`config.mk`:
```
export PLATFORM = sky130hd
export DESIGN_NAME = at_reply_matcher_top_flat
export DESIGN_NICKNAME = d
export VERILOG_FILES = /design/src/design/atrm_pkg.sv /design/src/design/atrm_if.sv /design/src/design/atrm_match.sv /design/src/design/at_reply_matcher_top.sv /design/src/flat_wrapper.sv
export SDC_FILE = /design/constraint.sdc
export NUM_CORES = 1
export LEC_CHECK = 0
export ABC_CLOCK_PERIOD_IN_PS = 6250
export BUFFER_PORTS_ARGS = -buffer_cell sky130_fd_sc_hd__buf_2
export CAP_MARGIN = 25
export CORE_MARGIN = 2
export CORE_UTILIZATION = 53
export CTS_BUF_LIST = sky130_fd_sc_hd__clkbuf_2
export DETAILED_ROUTE_END_ITERATION = 6
export PLACE_DENSITY = 0.81
export SLEW_MARGIN = 25
export SYNTH_ARGS = -nofsm -noshare
export SYNTH_HDL_FRONTEND = slang
export SYNTH_HIERARCHICAL = 1
export SYNTH_SLANG_ARGS = --single-unit
```
`constraint.sdc`:
```
create_clock -name clk -period 6.25 [get_ports clk]
set_clock_uncertainty 0.15 [all_clocks]
set_input_delay 0.625 -clock clk [delete_from_list [all_inputs] [get_ports clk]]
set_output_delay 0.625 -clock clk [all_outputs]
set_load 0.005 [all_outputs]
```
`src/design/atrm_pkg.sv`:
```
// Package for the modem reply matcher: status and command codes, reply
// patterns, window and buffer sizes, and the match flag struct.
// No dependencies.
`timescale 1ns / 1ps
`default_nettype none

package atrm_pkg;

  localparam int DATA_CAPACITY = 64;
  localparam int WIN_LEN       = 13;
  localparam int WIN_W         = 8 * WIN_LEN;
  localparam int IDX_W         = $clog2(DATA_CAPACITY + 2);
  localparam int ADDR_W        = 7;
  localparam int TICK_W        = 16;

  localparam logic [7:0] CHR_CR = 8'h0d;
  localparam logic [7:0] CHR_FF = 8'h0c;

  localparam logic [8*3-1:0]  PAT_OK     = {"OK", CHR_CR};
  localparam logic [8*13-1:0] PAT_JOINED = {"EVENT:JOINED", CHR_CR};
  localparam logic [8*6-1:0]  PAT_ERROR  = {"ERROR", CHR_CR};
  localparam logic [8*11-1:0] PAT_LOST   = {"EVENT:LOST", CHR_CR};
  localparam logic [8*2-1:0]  PAT_CRFF   = {CHR_CR, CHR_FF};
  localparam logic [8*6-1:0]  PAT_DATA   = {CHR_CR, CHR_FF, "DATA"};

  localparam logic [TICK_W-1:0] TIMEOUT_RESET = 16'd1000;

  typedef enum logic [2:0] {
    ST_IDLE    = 3'd0,
    ST_WAIT    = 3'd1,
    ST_OK      = 3'd2,
    ST_ERR     = 3'd3,
    ST_OVF     = 3'd4,
    ST_TIMEOUT = 3'd5
  } status_t;

  typedef enum logic [1:0] {
    CMD_START = 2'd0,
    CMD_BYTE  = 2'd1,
    CMD_TICK  = 2'd2,
    CMD_CLEAR = 2'd3
  } cmd_t;

  typedef struct packed {
    logic ok;
    logic joined;
    logic error;
    logic lost;
    logic crff;
    logic data;
  } match_t;

endpackage

`default_nettype wire

```
`src/design/atrm_if.sv`:
```
// Handshake channels of the reply matcher: request channel (command, byte)
// and result channel (status, flags, buffer write). Uses atrm_pkg widths.
`timescale 1ns / 1ps
`default_nettype none

interface atrm_req_if;
  logic       valid;
  logic       ready;
  logic [1:0] command;
  logic [7:0] rx_byte;

  modport source (output valid, output command, output rx_byte, input ready);
  modport sink (input valid, input command, input rx_byte, output ready);
endinterface

interface atrm_res_if;
  logic                       valid;
  logic                       ready;
  logic [2:0]                 status;
  logic                       done_res;
  logic                       joined_flag;
  logic                       lost_flag;
  logic                       data_flag;
  logic                       buf_write;
  logic [atrm_pkg::ADDR_W-1:0] buf_addr;
  logic [7:0]                 buf_value;

  modport source (output valid, output status, output done_res, output joined_flag,
                  output lost_flag, output data_flag, output buf_write,
                  output buf_addr, output buf_value, input ready);
  modport sink (input valid, input status, input done_res, input joined_flag,
                input lost_flag, input data_flag, input buf_write,
                input buf_addr, input buf_value, output ready);
endinterface

`default_nettype wire

```
`src/design/atrm_match.sv`:
```
// Compares the tail of the reply window with the fixed reply strings.
// Depends on atrm_pkg for the patterns and the match_t struct.
`timescale 1ns / 1ps
`default_nettype none

module atrm_match (
  input  wire logic [atrm_pkg::WIN_W-1:0] win,
  output atrm_pkg::match_t                hits
);

  // newest byte sits in the low byte of the window
  always_comb begin
    hits.ok     = (win[$bits(atrm_pkg::PAT_OK)-1:0]     == atrm_pkg::PAT_OK);
    hits.joined = (win[$bits(atrm_pkg::PAT_JOINED)-1:0] == atrm_pkg::PAT_JOINED);
    hits.error  = (win[$bits(atrm_pkg::PAT_ERROR)-1:0]  == atrm_pkg::PAT_ERROR);
    hits.lost   = (win[$bits(atrm_pkg::PAT_LOST)-1:0]   == atrm_pkg::PAT_LOST);
    hits.crff   = (win[$bits(atrm_pkg::PAT_CRFF)-1:0]   == atrm_pkg::PAT_CRFF);
    hits.data   = (win[$bits(atrm_pkg::PAT_DATA)-1:0]   == atrm_pkg::PAT_DATA);
  end

endmodule

`default_nettype wire

```
`src/design/at_reply_matcher_top.sv`:
```
// Modem reply matcher: an accepted request goes into the input register, then one
// pass of window compare and state update writes its outcome into the
// result register. Throughput one request per cycle; ready drops only while
// a stalled result holds the input register. Synchronous active-high reset
// clears wait state, window, flags and valids; timeout register resets to 1000.
// Depends on atrm_pkg, atrm_if and atrm_match.
`timescale 1ns / 1ps
`default_nettype none

module at_reply_matcher_top (
  input  wire logic        clk,
  input  wire logic        rst,
  input  wire logic        cfg_we,
  input  wire logic [15:0] cfg_wdata,
  atrm_req_if.sink         req,
  atrm_res_if.source       res
);

  localparam int IW = atrm_pkg::IDX_W;
  localparam int TW = atrm_pkg::TICK_W;

  // input register
  logic                 s1_valid;
  atrm_pkg::cmd_t       s1_cmd;
  logic [7:0]           s1_byte;

  // block state
  logic [TW-1:0]               timeout_ticks;
  logic [atrm_pkg::WIN_W-1:0]  window, window_next, window_shift;
  logic                        capturing, capturing_next;
  logic [IW-1:0]               capture_index, capture_index_next, idx_inc;
  logic [TW-1:0]               tick_count, tick_count_next, tick_inc;
  atrm_pkg::status_t           wait_status, wait_status_next;
  logic [2:0]                  event_flags, event_flags_next;

  // result fields
  logic                        done_next, wr_next;
  logic [atrm_pkg::ADDR_W-1:0] addr_next;
  logic [7:0]                  val_next;

  logic                        advance;
  logic                        ended;
  atrm_pkg::match_t            hits;

  assign advance   = s1_valid && (!res.valid || res.ready);
  assign req.ready = !s1_valid || advance;

  assign window_shift = {window[atrm_pkg::WIN_W-9:0], s1_byte};

  atrm_match u_match (
    .win  (window_shift),
    .hits (hits)
  );

  always_ff @(posedge clk) begin
    if (rst) begin
      timeout_ticks <= atrm_pkg::TIMEOUT_RESET;
    end else if (cfg_we) begin
      timeout_ticks <= cfg_wdata;
    end
  end

  always_ff @(posedge clk) begin
    if (rst) begin
      s1_valid <= 1'b0;
    end else if (req.ready) begin
      s1_valid <= req.valid;
    end
  end

  always_ff @(posedge clk) begin
    if (req.valid && req.ready) begin
      s1_cmd  <= atrm_pkg::cmd_t'(req.command);
      s1_byte <= req.rx_byte;
    end
  end

  always_comb begin
    window_next        = window;
    capturing_next     = capturing;
    capture_index_next = capture_index;
    tick_count_next    = tick_count;
    wait_status_next   = wait_status;
    event_flags_next   = event_flags;
    done_next          = 1'b0;
    wr_next            = 1'b0;
    addr_next          = '0;
    val_next           = '0;
    ended              = 1'b0;
    idx_inc            = capture_index + IW'(1);
    tick_inc           = (tick_count == {TW{1'b1}}) ? tick_count : tick_count + TW'(1);

    case (s1_cmd)
      atrm_pkg::CMD_START: begin
        window_next        = '0;
        capturing_next     = 1'b0;
        capture_index_next = '0;
        tick_count_next    = '0;
        wait_status_next   = atrm_pkg::ST_WAIT;
      end
      atrm_pkg::CMD_BYTE: begin
        if (wait_status == atrm_pkg::ST_WAIT) begin
          window_next = window_shift;
          if (capturing) begin
            wr_next            = 1'b1;
            addr_next          = atrm_pkg::ADDR_W'(capture_index);
            val_next           = s1_byte;
            capture_index_next = idx_inc;
            if (idx_inc > IW'(atrm_pkg::DATA_CAPACITY)) begin
              capturing_next   = 1'b0;
              wait_status_next = atrm_pkg::ST_OVF;
              done_next        = 1'b1;
              ended            = 1'b1;
            end
          end
          if (!ended) begin
            if (hits.ok) begin
              wait_status_next = atrm_pkg::ST_OK;
              done_next        = 1'b1;
            end else begin
              if (hits.joined) event_flags_next[0] = 1'b1;
              if (hits.error) begin
                wait_status_next = atrm_pkg::ST_ERR;
                done_next        = 1'b1;
              end else begin
                if (hits.lost) event_flags_next[1] = 1'b1;
                // closing cr ff: terminator goes after the ff position
                if (capturing && hits.crff) begin
                  wr_next             = 1'b1;
                  addr_next           = atrm_pkg::ADDR_W'(capture_index_next);
                  val_next            = '0;
                  capturing_next      = 1'b0;
                  event_flags_next[2] = 1'b1;
                end
                if (hits.data) begin
                  capturing_next     = 1'b1;
                  capture_index_next = '0;
                end
              end
            end
          end
        end
      end
      atrm_pkg::CMD_TICK: begin
        if (wait_status == atrm_pkg::ST_WAIT) begin
          tick_count_next = tick_inc;
          if (tick_inc >= timeout_ticks) begin
            capturing_next   = 1'b0;
            wait_status_next = atrm_pkg::ST_TIMEOUT;
            done_next        = 1'b1;
          end
        end
      end
      atrm_pkg::CMD_CLEAR: begin
        event_flags_next = '0;
      end
      default: begin
        event_flags_next = event_flags;
      end
    endcase
  end

  always_ff @(posedge clk) begin
    if (rst) begin
      window        <= '0;
      capturing     <= 1'b0;
      capture_index <= '0;
      tick_count    <= '0;
      wait_status   <= atrm_pkg::ST_IDLE;
      event_flags   <= '0;
    end else if (advance) begin
      window        <= window_next;
      capturing     <= capturing_next;
      capture_index <= capture_index_next;
      tick_count    <= tick_count_next;
      wait_status   <= wait_status_next;
      event_flags   <= event_flags_next;
    end
  end

  always_ff @(posedge clk) begin
    if (rst) begin
      res.valid <= 1'b0;
    end else if (advance) begin
      res.valid <= 1'b1;
    end else if (res.ready) begin
      res.valid <= 1'b0;
    end
  end

  always_ff @(posedge clk) begin
    if (advance) begin
      res.status      <= wait_status_next;
      res.done_res    <= done_next;
      res.joined_flag <= event_flags_next[0];
      res.lost_flag   <= event_flags_next[1];
      res.data_flag   <= event_flags_next[2];
      res.buf_write   <= wr_next;
      res.buf_addr    <= addr_next;
      res.buf_value   <= val_next;
    end
  end

endmodule

`default_nettype wire

```
`src/flat_wrapper.sv`:
```
// flat-port wrapper written by rule: the top's interface ports become plain ports
module at_reply_matcher_top_flat 
  (clk, rst, cfg_we, cfg_wdata, req_valid, req_command, req_rx_byte, req_ready, res_valid, res_status, res_done_res, res_joined_flag, res_lost_flag, res_data_flag, res_buf_write, res_buf_addr, res_buf_value, res_ready);
  atrm_req_if req_i ();
  atrm_res_if res_i ();
  input  wire logic clk;
  input  wire logic rst;
  input  wire logic cfg_we;
  input  wire logic [15:0] cfg_wdata;
  input wire logic [$bits(req_i.valid)-1:0] req_valid;
  input wire logic [$bits(req_i.command)-1:0] req_command;
  input wire logic [$bits(req_i.rx_byte)-1:0] req_rx_byte;
  output wire logic [$bits(req_i.ready)-1:0] req_ready;
  output wire logic [$bits(res_i.valid)-1:0] res_valid;
  output wire logic [$bits(res_i.status)-1:0] res_status;
  output wire logic [$bits(res_i.done_res)-1:0] res_done_res;
  output wire logic [$bits(res_i.joined_flag)-1:0] res_joined_flag;
  output wire logic [$bits(res_i.lost_flag)-1:0] res_lost_flag;
  output wire logic [$bits(res_i.data_flag)-1:0] res_data_flag;
  output wire logic [$bits(res_i.buf_write)-1:0] res_buf_write;
  output wire logic [$bits(res_i.buf_addr)-1:0] res_buf_addr;
  output wire logic [$bits(res_i.buf_value)-1:0] res_buf_value;
  input wire logic [$bits(res_i.ready)-1:0] res_ready;
  assign req_i.valid = req_valid;
  assign req_i.command = req_command;
  assign req_i.rx_byte = req_rx_byte;
  assign req_ready = req_i.ready;
  assign res_valid = res_i.valid;
  assign res_status = res_i.status;
  assign res_done_res = res_i.done_res;
  assign res_joined_flag = res_i.joined_flag;
  assign res_lost_flag = res_i.lost_flag;
  assign res_data_flag = res_i.data_flag;
  assign res_buf_write = res_i.buf_write;
  assign res_buf_addr = res_i.buf_addr;
  assign res_buf_value = res_i.buf_value;
  assign res_i.ready = res_ready;
  at_reply_matcher_top u_core (.clk(clk), .rst(rst), .cfg_we(cfg_we), .cfg_wdata(cfg_wdata), .req(req_i), .res(res_i));
endmodule
```
* Yosys cells after proc, flatten, opt, wreduce, memory -nomap -nowiden *
Index checks and enable logic that the tools add are counted.

cells by class
  $add $sub $neg = 2
  equality and inequality tests = 14
  reductions and logical operators = 16
  mux-type cells = 68
  order comparisons = 2

operators by type and width
  kind                      number
  $pmux W96 S2              1
  $eq A104 B103 Y1 const B  1
  $mux W96                  1
  $eq A88 B87 Y1 const B    1
  $mux W7                   11
  $eq A48 B44 Y1 const B    1
  $eq A48 B47 Y1 const B    1
  $mux W8                   5
  $mux W3                   11
  $mux W16                  2
  $pmux W16 S2              1
  $mux W1                   30
  $eq A24 B23 Y1 const B    1
  $add A16 B1 Y16 const B   1
  $eq A16 B12 Y1 const B    1
  $eq A16 B16 Y1 const B    1
  $ge A16 B16 Y1            1
  $pmux W7 S2               1
  $pmux W3 S3               1
  $add A7 B1 Y7 const B     1
  $gt A7 B7 Y1 const B      1
  $ne A2 B1 Y1 const B      3
  $pmux W3 S2               1
  $reduce_and A3 Y1         2
  other kinds (14)          21

storage, ports and cells
  logic and storage cells = 121
  bits of input ports = 31
  flip-flop bits (word level) = 177

* Logic depth before layout (Yosys ltp) *
Gate-level depths: netlist (run 1).

  word-level depth = 11
  mapped depth = 14
  gate-level depth less buffers = 12

* Modules after synthesis *
The synthesis (run 1) kept the hierarchy.

modules (own cells, without submodules)
  module                area each (um^2)  seq. area each (um^2)  cells an instance  times used
  at_reply_matcher_top  7455.9            3873.7                 775                1
  atrm_match            544.3             0.0                    75                 1

* Worst setup path before layout (run 1) *
OpenSTA, ideal clock, no wires.

  path kind = reg2reg
  from = register u_core.tick_count[2]
  to = register u_core.capturing
  slack = 2922 ps
  arrival time = 3108 ps
  buffers on the path = 2
  library setup time = 71 ps
  stages on the path, launching flop included = 15
  cell sequence = dfxtp_1 > clkbuf_1 > and4_1 > buf_2 > nand2_1 > nor2_1 > and3_1 > xor2_1 > ha_1 > nand3_1 > or3_1 > a211oi_1 > nor4b_1 > or4b_1 > a21oi_1

on the way
  longest elaborated chain between the ends = 5
  elaborated cells between the ends (all ways) = 6
  classes of those cells = add/sub (1); order compare (1); eq/ne (2); mux (1); reduce/logical (1)

ends and longest elaborated chain
  what                                               line                         source
  start: declaration                                 at_reply_matcher_top.sv:32   logic [TW-1:0] tick_count, tick_count_next, tick_inc;
  start signal: assignment                           at_reply_matcher_top.sv:175  tick_count <= tick_count_next;
  $add A16 B1 Y16 or $eq A16 B16 Y1 (tied branches)  at_reply_matcher_top.sv:91   tick_inc = (tick_count == {TW{1'b1}}) ? tick_count : tick_count + TW'(1);
  $mux W16 *                                         at_reply_matcher_top.sv:91
  $ge A16 B16 Y1 *                                   at_reply_matcher_top.sv:147  if (tick_inc >= timeout_ticks) begin
  $ne A2 B1 Y1 (no source line) *                    n/a
  $reduce_and A5 Y1 (no source line) *               n/a
  end signal: assignment                             at_reply_matcher_top.sv:173  capturing <= capturing_next;
  end: declaration                                   at_reply_matcher_top.sv:30   logic capturing, capturing_next;

Mark *: on every way between the ends. The rest lies on a longest branch, timed or not.
A chain may end at the register's enable or synchronous reset.

* Worst setup path in the final report (run 1) *
  from = register u_core.tick_count[6]
  to = register u_core.capturing

The elaborated chain is that of the path after synthesis.

==> results.sh, run 1 <==
export IMPL_grt_max_degree=102
export IMPL_syn_to_final_growth_pct=11.5
export IMPL_port_buffers=55
export IMPL_cts_repair_resized=0
export IMPL_arrival_ns=4.27
export IMPL_setup_viol=0
export IMPL_synth_seq_cells=177
export IMPL_die_h_um=127
export IMPL_synthXorXnorAreaFrac_pct=1.63
export IMPL_period_needed_ns=3.72
export IMPL_num_nets_final=962
export IMPL_r2r_start="u_core/tick_count[6]"
export IMPL_worstSkewPairLatency_ns=0.76
export IMPL_die_x_um=127
export IMPL_r2r_end="u_core/capturing"
export IMPL_irDropWorstVdd_mv=0.143
export IMPL_min_path_type="input pin to flop"
export IMPL_wl_per_cell_um=16.1
export IMPL_grt_pass1_wl_um=29100
export IMPL_numClockSinks=177
export IMPL_syn_area_mm2=0.00800
export IMPL_avgSynthCellArea_um2=9.41
export IMPL_dieArea_mm2=0.0161
export IMPL_via_per_inst=5.96
export IMPL_drv_cap=0
export IMPL_initial_core_util_pct=54.6
export IMPL_mostFrequentLayoutCell="nor2_1"
export IMPL_drv_slew=0
export IMPL_cts_made_buffers=17
export IMPL_h_tree_depth=4
export IMPL_r2r_setup_slack_ns=2.53
export IMPL_yosysSeqAreaShare_pct=48.4
export IMPL_critPathKind="flop to flop"
export IMPL_cts_tree="done"
export IMPL_layout_common_cells="149 x nor2_1, 144 x dfxtp_1, 98 x a22oi_1"
export IMPL_drcViolationCount=0
export IMPL_wl_um=17800
export IMPL_synth_edf_count=33
export IMPL_synthMuxAreaShare_pct=1.80
export IMPL_first_pass_iters=5
export IMPL_grt_remaining_overflow=0
export IMPL_r2r_cells=12
export IMPL_min_period_over_period_pct=59.5
export IMPL_slew_headroom_pct=31.3
export IMPL_synth_compound_area_share_pct=17.5
export IMPL_cp_required_ns=6.79
export IMPL_synth_fa_ha_area_share_pct=3.91
export IMPL_critPathMaxFanout=7
export IMPL_synth_async_reset_ratio_pct=0
export IMPL_synth_cell_types=76
export IMPL_syn_nets=906
export IMPL_powerDensity_mw_per_mm2=220
export IMPL_holdCritStartpoint="cfg_we"
export IMPL_drt_initial_drc_count=774
export IMPL_synth_flop_cell="dfxtp_1"
export IMPL_clk_path_buf_depth=2
export IMPL_outcome="complete, no violations"
export IMPL_fmaxAchievable_ghz=0.269
export IMPL_synthCells=850
export IMPL_p_leak_nw=3.33
export IMPL_cts_root_buf="clkbuf_2"
export IMPL_antenna_found_initial=1
export IMPL_place_gp_congestion=0.860
export IMPL_core_area_mm2=0.0146
export IMPL_p_total_mw=1.96
export IMPL_crit_path_end_kind="flop"
export IMPL_nFillCells=1207
export IMPL_grt_pass1_vias=5933
export IMPL_synth_top_family_by_area="simple AND/OR/NAND/NOR gates"
export IMPL_dpl_hpwl_um=11500
export IMPL_startpoint_type="flop"
export IMPL_rsz0062_at_grt="false"
export IMPL_drive_gt1_share_pct=12.6
export IMPL_vias=6583
export IMPL_io_pins=56
export IMPL_cp_endpoint="u_core/capturing"
export IMPL_tightest_slew_ns=1.03
export IMPL_setup_tns_ns=0
export IMPL_clk_pin_slew_ns=0.24
export IMPL_final_antenna_net_count=0
export IMPL_grt_usage_pct=22.1
export IMPL_hold_viol_final=0
export IMPL_synth_simple_area_share_pct=22.6
export IMPL_fin_util_pct=60.9
export IMPL_startpoint="u_core/tick_count[6]"
export IMPL_synth_warnings=6
export IMPL_fp_row_count=44
Yosys cell counts (8+ instances only):
cell type	count	share of area [%]
a31oi_1	8	0.63
nand2_1	52	2.4
mux2i_1	11	1.4
o21ai_0	15	0.94
nor2_1	149	7.0
buf_2	10	0.63
ha_1	25	3.9
dfxtp_1	144	36
and2_1	12	0.94
edfxtp_1	33	12
nand3_1	19	1.2
nor3_1	16	1.0
and3_1	11	0.86
a22oi_1	98	9.2
clkbuf_1	37	1.7
inv_1	31	1.5
nor4b_1	9	0.99
a21oi_1	26	1.6
nand4b_1	9	0.99
nand4_1	9	0.70
per-layer routing:
layer / vias up / part of all wire (%) / GRT usage, %
met1: 3148 / 48 / 31.2
met5: - / 0 / 0
met2: 198 / 46 / 34.5
li1: 3220 / - / -
met3: 17 / 4.9 / 4.68
met4: 0 / 1.2 / 6.66
cell type report:
class | count | area [um2] | area share [%]
multi-input combinational | 590 | 3800 | 42.6
clock inverter | 15 | 191 | 2.15
inverter | 32 | 120 | 1.35
clock buffer | 17 | 85.1 | 0.954
sequential | 177 | 3870 | 43.4
antenna | 1 | 2.50 | 0.0281
tap | 184 | 230 | 2.58
timing repair buffer | 88 | 618 | 6.93
worst min path at each step:
| stage | end | slack [ns] | cells past startpoint |
|---|---|---|---|
| floorplan | u_core/event_flags[0] | 0.28 | 2 |
| global placement | u_core/event_flags[0] | 0.29 | 2 |
| detailed placement | u_core/event_flags[0] | 0.30 | 2 |
| CTS | u_core/capture_index[6] | 0.002 | 2 |
| global route | u_core/timeout_ticks[5] | 0.17 | 3 |
| finish | u_core/timeout_ticks[9] | 0.22 | 3 |
kinds of logic after synthesis:
group | Yosys count
and+or+nand+nor | 343
AOI/OAI and AO/OA | 194
DFF | 177
buffers and inverters | 83
adders and majority gates | 25
xor gates and xnor gates | 14
muxes | 14
flip-flops by register name (all words and copies together) (netlist names):
name and count:
u_core/res.joined_flag 1, u_core/res.lost_flag 1, u_core/capture_index 7, u_core/window 96
u_core/res.buf_value 8, u_core/tick_count 16, u_core/s1_cmd 2, u_core/res.done_res 1
u_core/res.valid 1, u_core/res.buf_addr 7, u_core/s1_valid 1, u_core/wait_status 3
u_core/event_flags 3, u_core/res.status 3, u_core/res.data_flag 1, u_core/capturing 1
u_core/timeout_ticks 16, u_core/s1_byte 8, u_core/res.buf_write 1
worst max-delay path, cell delays in order (launching register included):
cell and delay, ns:
dfxtp_1 0.47, nand3_1 0.19, nor4_4 0.40, nor2_1 0.17
and3_1 0.22, xor2_1 0.16, ha_1 0.32, nand3_1 0.11
or3_1 0.39, a211oi_1 0.26, nor4b_1 0.15, or4b_1 0.52
a21oi_1 0.15
power breakdown:
part	leakage [nW]	total (mW)	switching, mW	internal (mW)
clock network	0.154	0.656	0.396	0.259
registers	1.47	1.20	0.0109	1.18
logic	1.71	0.113	0.0673	0.0456
per-stage QoR:
step | std cells | setup slack [ns] | cell area (um2) | hold slack [ns]
detailed placement | 1042 | 2.61 | 8350 | 0.303
finish | 1104 | 2.53 | 8920 | 0.222
global placement | 1041 | 2.68 | 8320 | 0.289
floorplan | 850 | 2.92 | 8000 | 0.275
global route | 1104 | 2.28 | 8920 | 0.166
CTS | 1102 | 2.55 | 8910 | 0.00237
timing repair:
| action | in CTS | in global routing |
|---|---|---|
| hold buffers | 28 | 1 |
| setup buffers | 0 | 0 |
| hold endpoints to repair | 28 | 2 |
(Power assumes the default switching activity.)
==> run 2, diff against run 1 <==
--- a/config.mk
+++ b/config.mk
@@ -5,7 +5,7 @@
 export SDC_FILE = /design/constraint.sdc
 export NUM_CORES = 1
 export LEC_CHECK = 0
-export ABC_CLOCK_PERIOD_IN_PS = 6250
+export ABC_CLOCK_PERIOD_IN_PS = 3620
 export BUFFER_PORTS_ARGS = -buffer_cell sky130_fd_sc_hd__buf_2
 export CAP_MARGIN = 25
 export CORE_MARGIN = 2
==> constraint.sdc (replaced) <==
create_clock -name clk -period 3.62 [get_ports clk]
set_clock_uncertainty 0.15 [all_clocks]
set_input_delay 0.362 -clock clk [delete_from_list [all_inputs] [get_ports clk]]
set_output_delay 0.362 -clock clk [all_outputs]
set_load 0.005 [all_outputs]
==> run 2 against run 1 <==
Effect of this change: sequential share of layout area decreased by 1.9 points; sequential cell count unchanged; non-clock buffer count increased by 41; die area unchanged; combinational power increased by 110%; wire length is 13% higher; core utilization rose by 3.1 points; via count increased by 5.1%; count of clock-buffer cells in the layout increased by 2; power up 75%; global-route usage up 2.6 points; critical path type unchanged; critical endpoint unchanged.
==> results.sh, run 2 (synthesis gave the netlist of run 1 again) <==
export IMPL_top_regs="u_core/window x96, u_core/tick_count x16, u_core/timeout_ticks x16"
export IMPL_mostFrequentLayoutCell="nor2_1"
export IMPL_cts_tree="done"
export IMPL_drv_slew=0
export IMPL_r2r_cells=13
export IMPL_min_period_over_period_pct=97.4
export IMPL_period_needed_ns=3.53
export IMPL_whs_ns=0.187
export IMPL_crit_path_end_kind="flop"
export IMPL_critPathKind="flop to flop"
export IMPL_fmaxAchievable_ghz=0.284
export IMPL_numClockSinks=177
export IMPL_clk_pin_slew_ns=0.24
export IMPL_cts_made_buffers=17
export IMPL_syn_to_final_growth_pct=17.1
export IMPL_die_h_um=127
export IMPL_powerDensity_mw_per_mm2=367
export IMPL_placed_cell_area_mm2=0.00842
export IMPL_layout_common_cells="148 x nor2_1, 138 x dfxtp_1, 98 x a22oi_1"
export IMPL_fp_row_count=44
export IMPL_grt_pass1_wl_um=32100
export IMPL_outcome="complete, no violations"
export IMPL_tightest_slew_ns=0.990
export IMPL_io_pins=56
export IMPL_h_tree_depth=4
export IMPL_wl_per_cell_um=17.6
export IMPL_clkPwrFrac_pct=33.1
export IMPL_r2r_setup_slack_ns=0.09
export IMPL_nFillCells=1104
export IMPL_dieArea_mm2=0.0161
export IMPL_stdcell_area_mm2=0.00937
export IMPL_r2r_start="u_core/tick_count[6]"
export IMPL_antenna_found_initial=1
export IMPL_p_total_mw=3.44
export IMPL_grt_usage_pct=24.7
export IMPL_worstSkewPairLatency_ns=0.73
export IMPL_cp_required_ns=4.15
export IMPL_p_leak_nw=3.50
export IMPL_drcViolationCount=0
export IMPL_final_antenna_net_count=0
export IMPL_p_sw_mw=0.831
export IMPL_max_flop_register="u_core/window"
export IMPL_core_area_mm2=0.0146
export IMPL_critPathMaxFanout=4
export IMPL_grt_pass1_vias=6482
export IMPL_dpl_hpwl_um=11900
export IMPL_num_nets_final=1003
export IMPL_vias=6921
export IMPL_holdPathEnd="u_core/s1_byte[0]"
export IMPL_p_int_mw=2.61
export IMPL_seq_power_share_pct=60.0
export IMPL_via_per_inst=6.04
export IMPL_fin_cells=1145
export IMPL_die_x_um=127
export IMPL_initial_core_util_pct=54.6
export IMPL_setup_viol=0
export IMPL_port_buffers=55
export IMPL_holdCritStartpoint="req_rx_byte[0]"
export IMPL_largest_reg_flops=96
export IMPL_grt_remaining_overflow=0
export IMPL_pre_cts_slack_ns=0.137
export IMPL_cts_root_buf="clkbuf_2"
export IMPL_switching_share_pct=24.1
export IMPL_drive_gt1_share_pct=14.5
export IMPL_slew_headroom_pct=34.0
export IMPL_arrival_ns=4.06
export IMPL_p_comb_share_pct=6.9
export IMPL_grt_max_degree=101
export IMPL_startpoint_type="flop"
export IMPL_hold_depth=2
export IMPL_drt_initial_drc_count=920
export IMPL_first_pass_iters=5
export IMPL_drv_cap=0
export IMPL_clk_path_buf_depth=2
export IMPL_place_inst=1050
export IMPL_irDropWorstVdd_mv=0.227
export IMPL_min_path_type="input pin to flop"
export IMPL_wl_um=20100
export IMPL_hold_viol_final=0
export IMPL_place_gp_congestion=0.876
export IMPL_r2r_end="u_core/capturing"
export IMPL_setup_ws_ns=0.0939
-- run 2: cell count changes in the layout (fill, tap and decap cells not counted), moves of 2 or more --
cell / delta
buf_12: +2
clkinv_2: -3
dfxtp_4: +2
dlygate4sd3_1: +30
clkbuf_2: +2
buf_4: +10
dfxtp_1: -6
dfxtp_2: +4
-- run 2: worst max-delay path by stage --
stage	start	to	slack [ns]	depth (start not counted)
after floorplan	u_core/tick_count[2]	u_core/capturing	0.29	14
final	u_core/tick_count[6]	u_core/capturing	0.09	13
after detailed placement	u_core/tick_count[8]	u_core/capturing	0.14	12
after CTS	u_core/tick_count[11]	u_core/capturing	0.09	12
after global routing	u_core/tick_count[6]	u_core/capturing	-0.1	13
after global placement	u_core/tick_count[8]	u_core/capturing	0.20	12
-- run 2: timing repair --
item / 4_1_cts / 5_1_grt
setup endpoints to repair: 0 / 3
gates resized for setup: 0 / 15
endpoints found under the hold margin: 56 / 0
buffers inserted: 0 / 3
hold buffers: 59 / 0
-- run 2: final cells by class --
class / count / area (um2) / area share [%]
flip-flops and latches: 177 / 3890 / 41.5
multi-input cells: 590 / 3840 / 41.0
repair buffers: 129 / 1010 / 10.7
well taps: 184 / 230 / 2.46
clock inverters: 13 / 185 / 1.98
inverters: 32 / 120 / 1.28
clock buffers: 19 / 95.1 / 1.02
diodes: 1 / 2.50 / 0.0267
-- run 2: routing by layer --
metal | share of wire, % | track usage [%]
met5 | 0 | 0
met4 | 1.8 | 7.89
met3 | 5.6 | 5.48
met2 | 49 | 41.4
met1 | 43 | 31.9
-- run 2: stage by stage --
stage	utilization (%)	setup TNS [ns]
final	64.0	0
after global routing	64.0	-0.108
after CTS	63.4	0
after detailed placement	57.5	0
after global placement	57.5	0
after floorplan	-	0
-- run 2: worst max-delay path, stage by stage (launching register included) --
cell and delay, ns:
dfxtp_1 0.43, nand3_1 0.20, nor4_4 0.24, buf_4 0.18, nor2_2 0.05, and3_1 0.18, xor2_1 0.16, ha_1 0.35
nand3_2 0.11, or3_1 0.40, a211oi_2 0.30, nor4b_2 0.11, or4b_1 0.50, a21oi_1 0.14
-- run 2: power groups by stage --
stage          Clock, mW  Combinational [mW]  Sequential, mW
2_1_floorplan          0               0.106            2.10
3_3_place_gp           0               0.165            2.10
3_5_place_dp           0               0.167            2.10
4_1_cts             1.16               0.223            2.06
5_1_grt             1.24               0.257            2.07
6_report            1.14               0.237            2.06
==> run 3, diff against run 2 <==
--- a/config.mk
+++ b/config.mk
@@ -5,6 +5,7 @@
 export SDC_FILE = /design/constraint.sdc
 export NUM_CORES = 1
 export LEC_CHECK = 0
+export ABC_AREA = 1
 export ABC_CLOCK_PERIOD_IN_PS = 3620
 export BUFFER_PORTS_ARGS = -buffer_cell sky130_fd_sc_hd__buf_2
 export CAP_MARGIN = 25
==> run 3 against run 2 <==
Effect of this change: final cell count grew 34%; largest power group unchanged; power shrank 2.8%; non-clock buffer count shrank 13; sequential share of layout area shrank 1.7 points; count of clock-buffer cells in the layout shrank 2; wire length grew 1.7%; synthesized area grew 6.9%; register-to-register slack gained 0.40 ns; critical path depth grew 4; sequential cell count is the same.
==> results.sh, run 3 <==
export IMPL_outcome="complete, no violations"
export IMPL_place_gp_congestion=0.915
export IMPL_fp_row_count=46
export IMPL_syn_area_mm2=0.00855
export IMPL_cp_required_ns=4.02
export IMPL_slowest_stage="dfxtp_1"
export IMPL_tightest_slew_ns=0.719
export IMPL_vias=7942
export IMPL_grt_usage_pct=24.2
export IMPL_arrival_ns=3.53
export IMPL_drcViolationCount=0
export IMPL_io_pins=56
export IMPL_core_area_mm2=0.0158
export IMPL_drive_gt1_share_pct=9.33
export IMPL_critPathMaxFanout=10
export IMPL_p_sw_mw=0.911
export IMPL_initial_core_util_pct=54.0
export IMPL_ys_top_cells_by_count="398 x nand2_1, 147 x a21oi_1, 144 x dfxtp_1, 136 x nor2_1, 128 x inv_1"
export IMPL_worstSkewPairLatency_ns=0.76
export IMPL_synth_top_area_share_pct=33.7
export IMPL_cts_root_buf="clkbuf_2"
export IMPL_setup_tns_ns=0
export IMPL_hold_viol_final=0
export IMPL_synthCells=1216
export IMPL_first_pass_iters=5
export IMPL_startpoint_type="flop"
export IMPL_crit_buf_inv=3
export IMPL_min_period_over_period_pct=86.3
export IMPL_max_flop_register="u_core/window"
export IMPL_synth_edf_count=33
export IMPL_post_cts_buffers=0
export IMPL_seq_power_share_pct=62.0
export IMPL_grt_remaining_overflow=0
export IMPL_clk_pin_slew_ns=0.27
export IMPL_diodes=0
export IMPL_p_int_mw=2.43
export IMPL_grt_max_degree=97
export IMPL_drt_initial_drc_count=689
export IMPL_grt_pass1_vias=7384
export IMPL_hold_buffers=54
export IMPL_dieArea_mm2=0.0172
export IMPL_cp_depth=17
export IMPL_largest_reg_flops=96
export IMPL_avgSynthCellArea_um2=7.03
export IMPL_h_tree_depth=4
export IMPL_switching_share_pct=27.2
export IMPL_synth_most_common_cell="nand2_1"
export IMPL_antenna_found_initial=0
export IMPL_wl_per_cell_um=13.3
export IMPL_p_leak_nw=3.89
export IMPL_drv_slew=0
export IMPL_syn_nets=1272
export IMPL_mostFrequentLayoutCell="nand2_1"
export IMPL_synth_area_leaders="dfxtp_1 34%, nand2_1 17%, edfxtp_1 12%, a21oi_1 8.6%, nor2_1 6.0%"
export IMPL_hold_depth=2
export IMPL_clkPwrFrac_pct=30.5
export IMPL_p_comb_share_pct=7.5
export IMPL_rsz0062_at_grt="false"
export IMPL_final_antenna_net_count=0
export IMPL_min_path_type="input pin to flop"
export IMPL_cpLargestDelayFamily="simple AND/OR/NAND/NOR gates"
export IMPL_cp_common_cell="nand2_1"
export IMPL_cpPeakStageDelay_ns=0.48
export IMPL_slew_headroom_pct=51.9
export IMPL_grt_pass1_wl_um=33300
export IMPL_fin_util_pct=61.6
export IMPL_numClockSinks=177
export IMPL_synth_area_leader_cell="dfxtp_1"
export IMPL_die_h_um=131
export IMPL_top_regs="u_core/window x96, u_core/tick_count x16, u_core/timeout_ticks x16"
export IMPL_port_buffers=55
export IMPL_synth_cell_types=39
export IMPL_synth_seq_cells=177
export IMPL_critPathKind="flop to flop"
export IMPL_num_nets_final=1361
export IMPL_cts_repair_resized=0
export IMPL_irDropWorstVdd_mv=0.279
export IMPL_wl_um=20500
export IMPL_setup_viol=0
export IMPL_cts_made_buffers=17
export IMPL_synth_warnings=6
export IMPL_fmaxAchievable_ghz=0.320
export IMPL_period_needed_ns=3.12
export IMPL_via_per_inst=5.18
export IMPL_die_x_um=131
export IMPL_crit_path_end_kind="flop"
export IMPL_clk_path_buf_depth=2
export IMPL_synth_async_reset_ratio_pct=0
export IMPL_yosysSeqAreaShare_pct=45.3
export IMPL_syn_to_final_growth_pct=13.9
export IMPL_powerDensity_mw_per_mm2=343
export IMPL_r2r_cells=17
export IMPL_drv_cap=0
export IMPL_dpl_hpwl_um=13100
export IMPL_cts_tree="done"
export IMPL_r2r_setup_slack_ns=0.50
export IMPL_crit_chain="ha_1 -> nand2_1 -> inv_1 -> nand3_1 -> nor2_1 -> inv_2 -> nand2_1 -> ha_1 -> nand2_1 -> inv_1 -> o21ai_0 -> nand2_1 -> a21oi_1 -> nand3_1 -> nand2_1 -> nand2_1 -> and3_1"
export IMPL_synth_flop_cell="dfxtp_1"
export IMPL_layout_common_cells="398 x nand2_1, 147 x a21oi_1, 144 x dfxtp_1"
[run 3: cell count changes in the layout (fill, tap and decap cells not counted), sizes merged, moves of 18 or more]
cell   previous run  this run
nand2            52       404
a21oi            28       147
inv              34       148
a22oi            98         1
o21ai            15        39
nand3            20        38
[run 3: area by class of cell]
cell class,count,area (um2)
inverter,136,510
sequential,177,3870
multi-input combinational,857,3960
fill,1410,6080
tap,216,270
clock buffer,17,85.1
timing repair buffer,116,896
clock inverter,15,144
[run 3: kinds of logic after synthesis]
kind of cell / count (synthesis) / synth area share (%)
AOI/OAI and AO/OA: 200 / 12.2
and+or+nand+nor: 625 / 29.7
DFF: 177 / 45.3
xor gates and xnor gates: 7 / 0.717
buffers and inverters: 182 / 8.46
adders and majority gates: 25 / 3.66
[run 3: worst paths after layout]
path	from	end
setup reg to reg	u_core/tick_count[0]	u_core/res.done_res
hold reg to reg	u_core/window[38]	u_core/window[46]
setup / recovery	u_core/tick_count[0]	u_core/res.done_res
hold / removal	req_command[0]	u_core/s1_cmd[0]
[run 3: power by group through the flow]
stage	sequential, mW	combinational (mW)	clock [mW]
2_1_floorplan	2.11	0.127	0
3_3_place_gp	2.11	0.188	0
3_5_place_dp	2.11	0.192	0
4_1_cts	2.07	0.242	1.05
5_1_grt	2.08	0.276	1.13
6_report	2.07	0.251	1.02
[run 3: worst reg2reg max path, delay by kind of cell (launching register included)]
family	cells	cell delay [ns]
and+or+nand+nor	10	1.17
adders and majority gates	2	0.51
DFF	1	0.48
AOI/OAI and AO/OA	2	0.35
buffers and inverters	3	0.28
[run 3: stage by stage]
step | instances | setup WS, ns | hold WS [ns] | instance area (um2) | power [mW]
after floorplan | 1216 | 0.995 | 0.289 | 8550 | 2.23
after global placement | 1448 | 0.738 | 0.298 | 8970 | 2.30
after detailed placement | 1448 | 0.580 | 0.303 | 8970 | 2.30
after CTS | 1534 | 0.559 | 0.0775 | 9740 | 3.36
after global routing | 1534 | 0.272 | 0.0491 | 9740 | 3.49
final | 1534 | 0.496 | 0.136 | 9740 | 3.34
[run 3: per-layer routing]
metal  global-route usage (%)  vias to the layer above  routed length, um  share of wire (%)
met1                     30.9                     3644               9150                 45
met3                     5.50                       46                923                4.5
met5                        0                        -                  0                  0
met4                     9.51                        0                442                2.2
li1                         -                     4044                  -                  -
met2                     40.1                      208               9940                 49
